--- src/rtl/sgb_pkg.sv ---
// ----------------------------------------------------------------------------
// sgb_pkg
// shared types and constants of the separable gaussian blur core
// ----------------------------------------------------------------------------
`default_nettype none

package sgb_pkg;

  localparam int unsigned FUNC_W    = 2;
  localparam int unsigned IDX_W     = 14;
  localparam int unsigned VAL_W     = 24;
  localparam int unsigned PIX_W     = 24;
  localparam int unsigned ROW_W     = 32;
  localparam int unsigned RES_W     = 40;
  localparam int unsigned ACC_W     = 64;
  localparam int unsigned CFG_AW    = 3;
  localparam int unsigned CFG_DW    = 32;
  localparam int unsigned CFG_REG_W = 8;

  localparam logic [CFG_REG_W-1:0] DIM_RESET = 8'd128;

  typedef enum logic [FUNC_W-1:0] {
    FUNC_LOAD_TAP = 2'd0,
    FUNC_LOAD_PIX = 2'd1,
    FUNC_READ     = 2'd2,
    FUNC_START    = 2'd3
  } func_e;

  typedef enum logic [0:0] {
    REG_WIDTH  = 1'b0,
    REG_HEIGHT = 1'b1
  } cfg_reg_e;

  // control that rides along with one multiply-accumulate term
  typedef struct packed {
    logic valid;
    logic first;
    logic last;
    logic col;
  } mac_ctl_t;

  // write-back strobe of one finished pass value
  typedef struct packed {
    logic valid;
    logic col;
  } wr_ctl_t;

endpackage

`default_nettype wire

--- src/rtl/sgb_mac.sv ---
// ----------------------------------------------------------------------------
// sgb_mac
// multiply, saturating accumulate and rounding stages shared by both passes
// ----------------------------------------------------------------------------
`default_nettype none

module sgb_mac import sgb_pkg::*; #(
  parameter int unsigned TAP_FRAC_BITS = 18,
  parameter int unsigned ADDR_W        = 14
) (
  input  wire logic                     clk_i,
  input  wire logic                     rst_ni,
  input  wire mac_ctl_t                 ctl_i,
  input  wire logic [ADDR_W-1:0]        waddr_i,
  input  wire logic [TAP_FRAC_BITS:0]   tap_i,
  input  wire logic [ROW_W-1:0]         opnd_i,
  output wr_ctl_t                       wr_o,
  output logic      [ADDR_W-1:0]        wr_addr_o,
  output logic      [RES_W-1:0]         wr_data_o,
  output logic                          busy_o
);

  localparam int unsigned PROD_W = TAP_FRAC_BITS + 1 + ROW_W;
  localparam logic [ACC_W-1:0] HALF = ACC_W'(1) << (TAP_FRAC_BITS - 1);

  function automatic logic [ACC_W-1:0] sat_add(logic [ACC_W-1:0] a, logic [ACC_W-1:0] b);
    logic [ACC_W:0] s;
    s = {1'b0, a} + {1'b0, b};
    return s[ACC_W] ? {ACC_W{1'b1}} : s[ACC_W-1:0];
  endfunction

  mac_ctl_t           ctl2_q;
  logic [ADDR_W-1:0]  waddr2_q;
  logic [PROD_W-1:0]  prod_q;
  logic [ACC_W-1:0]   acc_q;
  logic [ACC_W-1:0]   acc_sum;
  wr_ctl_t            ctl3_q;
  logic [ADDR_W-1:0]  waddr3_q;
  logic [ACC_W-1:0]   fin_q;
  logic [ACC_W-1:0]   rnd;
  logic [ROW_W-1:0]   rnd_row;
  logic [RES_W-1:0]   rnd_res;

  // stage 2: product
  always_ff @(posedge clk_i or negedge rst_ni) begin
    if (!rst_ni) begin
      ctl2_q <= '0;
    end else begin
      ctl2_q <= ctl_i;
    end
  end

  always_ff @(posedge clk_i) begin
    waddr2_q <= waddr_i;
    prod_q   <= PROD_W'(tap_i) * PROD_W'(opnd_i);
  end

  // stage 3: accumulate, first term restarts the sum
  assign acc_sum = sat_add(ctl2_q.first ? '0 : acc_q, ACC_W'(prod_q));

  always_ff @(posedge clk_i or negedge rst_ni) begin
    if (!rst_ni) begin
      ctl3_q <= '0;
    end else begin
      ctl3_q.valid <= ctl2_q.valid && ctl2_q.last;
      ctl3_q.col   <= ctl2_q.col;
    end
  end

  always_ff @(posedge clk_i) begin
    if (ctl2_q.valid) begin
      acc_q <= acc_sum;
    end
    if (ctl2_q.valid && ctl2_q.last) begin
      fin_q    <= acc_sum;
      waddr3_q <= waddr2_q;
    end
  end

  // stage 4: round half up and clamp to the store width
  assign rnd     = sat_add(fin_q, HALF) >> TAP_FRAC_BITS;
  assign rnd_row = (|rnd[ACC_W-1:ROW_W]) ? {ROW_W{1'b1}} : rnd[ROW_W-1:0];
  assign rnd_res = (|rnd[ACC_W-1:RES_W]) ? {RES_W{1'b1}} : rnd[RES_W-1:0];

  assign wr_o      = ctl3_q;
  assign wr_addr_o = waddr3_q;
  assign wr_data_o = ctl3_q.col ? rnd_res : RES_W'(rnd_row);
  assign busy_o    = ctl2_q.valid | ctl3_q.valid;

endmodule

`default_nettype wire

--- config.mk ---
export PLATFORM = sky130hd
export DESIGN_NAME = sgb_mac
export DESIGN_NICKNAME = d
export VERILOG_FILES = /design/src/rtl/sgb_pkg.sv /design/src/rtl/sgb_mac.sv
export SDC_FILE = /design/constraint.sdc
export NUM_CORES = 2
export LEC_CHECK = 0
export ABC_AREA = 1
export BUFFER_PORTS_ARGS = -buffer_cell sky130_fd_sc_hd__buf_2
export CORE_UTILIZATION = 30
export CTS_CLUSTER_SIZE = 25
export DETAILED_ROUTE_END_ITERATION = 8
export GPL_TIMING_DRIVEN = 0
export PLACE_DENSITY_LB_ADDON = 0.1
export SETUP_SLACK_MARGIN = 0.3
export SYNTH_ARGS = -nofsm -noshare
export SYNTH_HDL_FRONTEND = slang
export SYNTH_SLANG_ARGS = --single-unit
export TNS_END_PERCENT = 1
--- constraint.sdc ---
create_clock -name clk_i -period 4.85 [get_ports clk_i]
set_clock_uncertainty 0.15 [all_clocks]
set_input_delay 0.97 -clock clk_i [delete_from_list [all_inputs] [get_ports clk_i]]
set_output_delay 0.97 -clock clk_i [all_outputs]
set_load 0.02 [all_outputs]
### Word-level counts from Yosys, hierarchy flattened

Cells that the tools add are included.

| word-level totals | value |
|---|---|
| output and inout port bits | 57 |
| word-level logic and storage cells | 24 |
| bits of input ports | 71 |
| register bits after elaboration | 213 |

| cells by class | value |
|---|---|
| bitwise logic cells | 1 |
| multipliers | 1 |
| multiplexer cells | 6 |
| add/subtract/negate cells | 2 |
| reduce and logical (&&, ||, !) cells | 3 |

Operator list:

| kind | count |
|---|---|
| two-way mux 64 bit | 3 |
| two-way mux 40 bit | 2 |
| adder 64 x 18 -> 65 bit, second input constant | 1 |
| adder 64 x 51 -> 65 bit | 1 |
| multiplier 19 x 32 -> 51 bit | 1 |
| two-way mux 32 bit | 1 |
| OR reduction 14 bit | 1 |
| OR reduction 6 bit | 1 |
| logical AND 1 bit | 1 |
| bitwise OR 1 bit | 1 |

### Longest topological paths before layout

| logic depth | value |
|---|---|
| depth after elaboration | 5 |
| mapped depth | 27 |
| mapped depth without buffers | 25 |

### Least setup slack after synthesis

No wires, ideal clock.

| path | value |
|---|---|
| kind | in2reg |
| start point | input opnd_i[31] |
| end point | register prod_q[46] |
| arrival | 6.273 ns |
| setup slack | -1.644 ns |
| required time | 4.628 ns |
| setup time | 0.072 ns |
| stages | 24 |
| buffers on the path | 2 |
| path through | clkbuf_1 -> buf_1 -> nand2_1 -> fa_1 -> inv_1 -> fa_1 -> inv_1 -> fa_1 -> inv_1 -> fa_1 -> fa_1 -> inv_1 -> fa_1 -> inv_1 -> ha_1 -> nand2_1 -> nor2_1 -> inv_1 -> nor2_1 -> inv_1 -> nor4_1 -> nand3_1 -> nand3_1 -> xor2_1 |

| between the ends | value |
|---|---|
| word-level cells in the longest chain between the ends | 1 |

RTL lines:

| element | RTL line | source |
|---|---|---|
| start: declaration | sgb_mac.sv:16 | `input wire logic [ROW_W-1:0] opnd_i,` |
| multiplier 19 x 32 -> 51 bit | sgb_mac.sv:55 | `prod_q <= PROD_W'(tap_i) * PROD_W'(opnd_i);` |
| end signal: assignment | sgb_mac.sv:55 |  |
| end: declaration | sgb_mac.sv:34 | `logic [PROD_W-1:0] prod_q;` |

No other way between the ends.
A chain may end at the register's enable or synchronous reset.

### Final worst setup path

| path | value |
|---|---|
| start point | input tap_i[1] |
| end point | register prod_q[43] |

| between the ends | value |
|---|---|
| word-level cells in the longest chain between the ends | 1 |

RTL lines:

| element | RTL line | source |
|---|---|---|
| start: declaration | sgb_mac.sv:15 | `input wire logic [TAP_FRAC_BITS:0] tap_i,` |
| multiplier 19 x 32 -> 51 bit | sgb_mac.sv:55 |  |

No other way between the ends.

==> results.toml <==
[run_status]
status = "complete, but fails checks"
violations = "setup timing"

[grt]
grt_overflow = 0
antenna_found_initial = 0
grt_usage_pct = 22.3
grt_pass1_wl_um = 185000
grt_max_degree = 61
grt_pass1_vias = 29800

[timing]
max-slew-margin-rel_pct = 37.7
worst_slack_ns = -1.09
slew_violations = 0
worstMarginPinSlew_ns = 0.935
timing.fmax_ghz = 0.168
rsz0062_at_grt = "true"
hold_viol = 0
setup_viol = 42
fin_crit_sh_pct = 122
min_period_ns = 5.94

[worst_setup_path]
start_kind = "primary input"
endpoint_kind = "flip-flop"
crit_family = "adder cells"
crit_buf_inv = 7
path_cells = "buf_4, clkbuf_16, nand2_1, inv_1, fa_1, fa_1, inv_1, fa_1, inv_1, fa_2, fa_1, inv_1, fa_1, inv_1, ha_4, nand2_2, nor2_4, nand2_1, nor4_1, nand2_1, nand3_4, nand2_1, nand2_1, xor2_1"
cp.required_ns = 5.10
cpMaxStageDelayCell = "fa_1"
cp_max_fo = 10
cp_data_arrival_time_ns = 6.18
path_class = "in -> reg"
slowest_delay_ns = 0.55

[synth]
ys_ff_latch = 196
ys_seq_area_share_pct = 15.8
async_flop_share_pct = 3.06
yosysTopAreaCellShare_pct = 31.0
yosysTopAreaCell = "fa_1"
post_synth_num_cell_types = 44
syn_area_mm2 = 0.0329
synth_nets = 5250
synth_area_leaders = "fa_1 (31%), inv_1 (13%), nand2_1 (13%)"
avgSynthCellArea_um2 = 7.34
yosysWarningCount = 0
synth-edff-count = 125
synth_top_flop_cell = "edfxtp_1"
synth_most_common_cell = "inv_1"
netlist_instances = 4481
yosys-top-cells-count = "inv_1 (1,178), nand2_1 (1,162), fa_1 (510), nor2_1 (354), a21oi_1 (205)"

[detailed_routing]
post-route-drc-count = 0
wirelength_um = 122000
dr_total_vias = 28100
drt_pass1_iterations = 6
avgViaCountPerCell = 4.58
routedWlPerCell_um = 19.9
drtAntennaViolNets = 0
drt_iter0_markers = 1541

[place]
routabilityCongestion = 0.929
hpwl_um = 103000
placed_cells = 5992
portBuffers = 95

[clocking]
clock_sinks = 196
htree_levels = 4
hold_buffers = 0
cts_buffers = 17
cts_tree = "yes"
clk_latency_ns = 0.46
cts-root-buf = "clkbuf_16"
clkTransAtPathRegs_ns = 0.08
cts_buffer_depth = 2

[cells_and_area]
antennaDiodeCount = 0
synthToLayoutAreaGrowth_pct = 21.2
final_nets = 5468
drive_gt1_share_pct = 14.8
layout.cells.non_filler = 6126
n_fill_cell = 11600

[floorplanning]
boundaryPins = 128
coreArea_mm2 = 0.109
std_cell_rows = 121
die_area_mm2 = 0.111
initial_core_util_pct = 30.2
fp.dieW_um = 333
die_y_um = 333

[min_path]
hold_class = "in -> async"

[job]
max_cap_viol_count = 0
## final timing paths
path                            startpoint         end  slack [ns]  depth (start not counted)
worst max-delay path              tap_i[1]  prod_q[43]       -1.09                         24
worst min-delay path                rst_ni   ctl2_q[0]        0.17                          1
worst max register to register   ctl2_q[2]   fin_q[47]        0.47                         13
worst min register to register   ctl2_q[0]     wr_o[0]        0.22                          0
max in group asynchronous           rst_ni   ctl2_q[3]        4.22                          1
min in group clk_i               ctl2_q[0]     wr_o[0]        0.22                          0
## metal layers
metal  track usage (%)  wire, µm
met1              29.1     54800
met2              39.4     59800
met3              1.23      3380
met5                 0         0
met4              6.85      3860
## state kept, by name (all words and copies together), names as in the netlist
signal     count
wr_o           2
wr_addr_o     14
fin_q         47
prod_q        51
ctl2_q         4
waddr2_q      14
acc_q         64
## placed cells by master (no fill, tap or decap), drive strengths merged, types with 2 or more instances in the layout
master	netlist	final
nor2	374	374
edfxtp	125	125
nand3	158	158
a21o	14	14
o21a	10	10
clkinv	1	9
o21bai	10	10
a21oi	205	205
and2	2	2
ha	188	188
clkbuf	115	137
dfxtp	65	65
o21ai	112	112
nor3	24	24
fa	510	510
buf	32	226
xor2	34	34
dfrtp	6	6
a21boi	4	4
inv	1180	1186
or2	23	23
xnor2	45	45
nand3b	9	9
nor4	14	14
nand4	20	20
a31oi	5	5
nand2	1192	1192
## kinds of logic (layout without fill, tap and decap cells)
group,count (synthesis),in the layout,synth area share (%)
xor gates and xnor gates,79,79,2.10
DFF,196,196,15.8
AOI/OAI and AO/OA,363,363,5.86
adders and majority gates,698,698,38.2
buffers and inverters,1328,1559,15.3
and+or+nand+nor,1817,1817,22.7
## area by class of cell
class,instances,area (µm²),area share [%]
inverter,1181,4430,11.1
multi-input combinational,2957,24000,60.1
sequential,196,5210,13.1
clock buffer,17,425,1.07
buffer,147,2220,5.56
clock inverter,15,218,0.546
tap,1414,1770,4.44
timing repair buffer,199,1620,4.07
## through the flow
stage	hold WS (ns)	setup TNS, ns	cell area, µm²	utilization, %	worst slack (ns)
after detailed placement	0.198	-97.95	36000	33.0	-2.81
after global routing	0.138	-43.02	39900	36.6	-1.26
after floorplan	0.181	-36.43	33700	-	-1.02
after global placement	0.195	-116.41	35900	33.0	-2.84
final	0.166	-35.62	39900	36.6	-1.09
after CTS	0.134	-34.34	39700	36.4	-1.02
## timing repair
item | in CTS | in global routing
cloned | 5 | 0
pin swaps | 103 | 21
setup endpoints to repair | 120 | 107
setup buffers | 92 | 5
gates resized for setup | 491 | 50
Power is left out: the tool's default activity adds up to more than one toggle a clock period on the data nets, which glitch-free logic cannot reach.
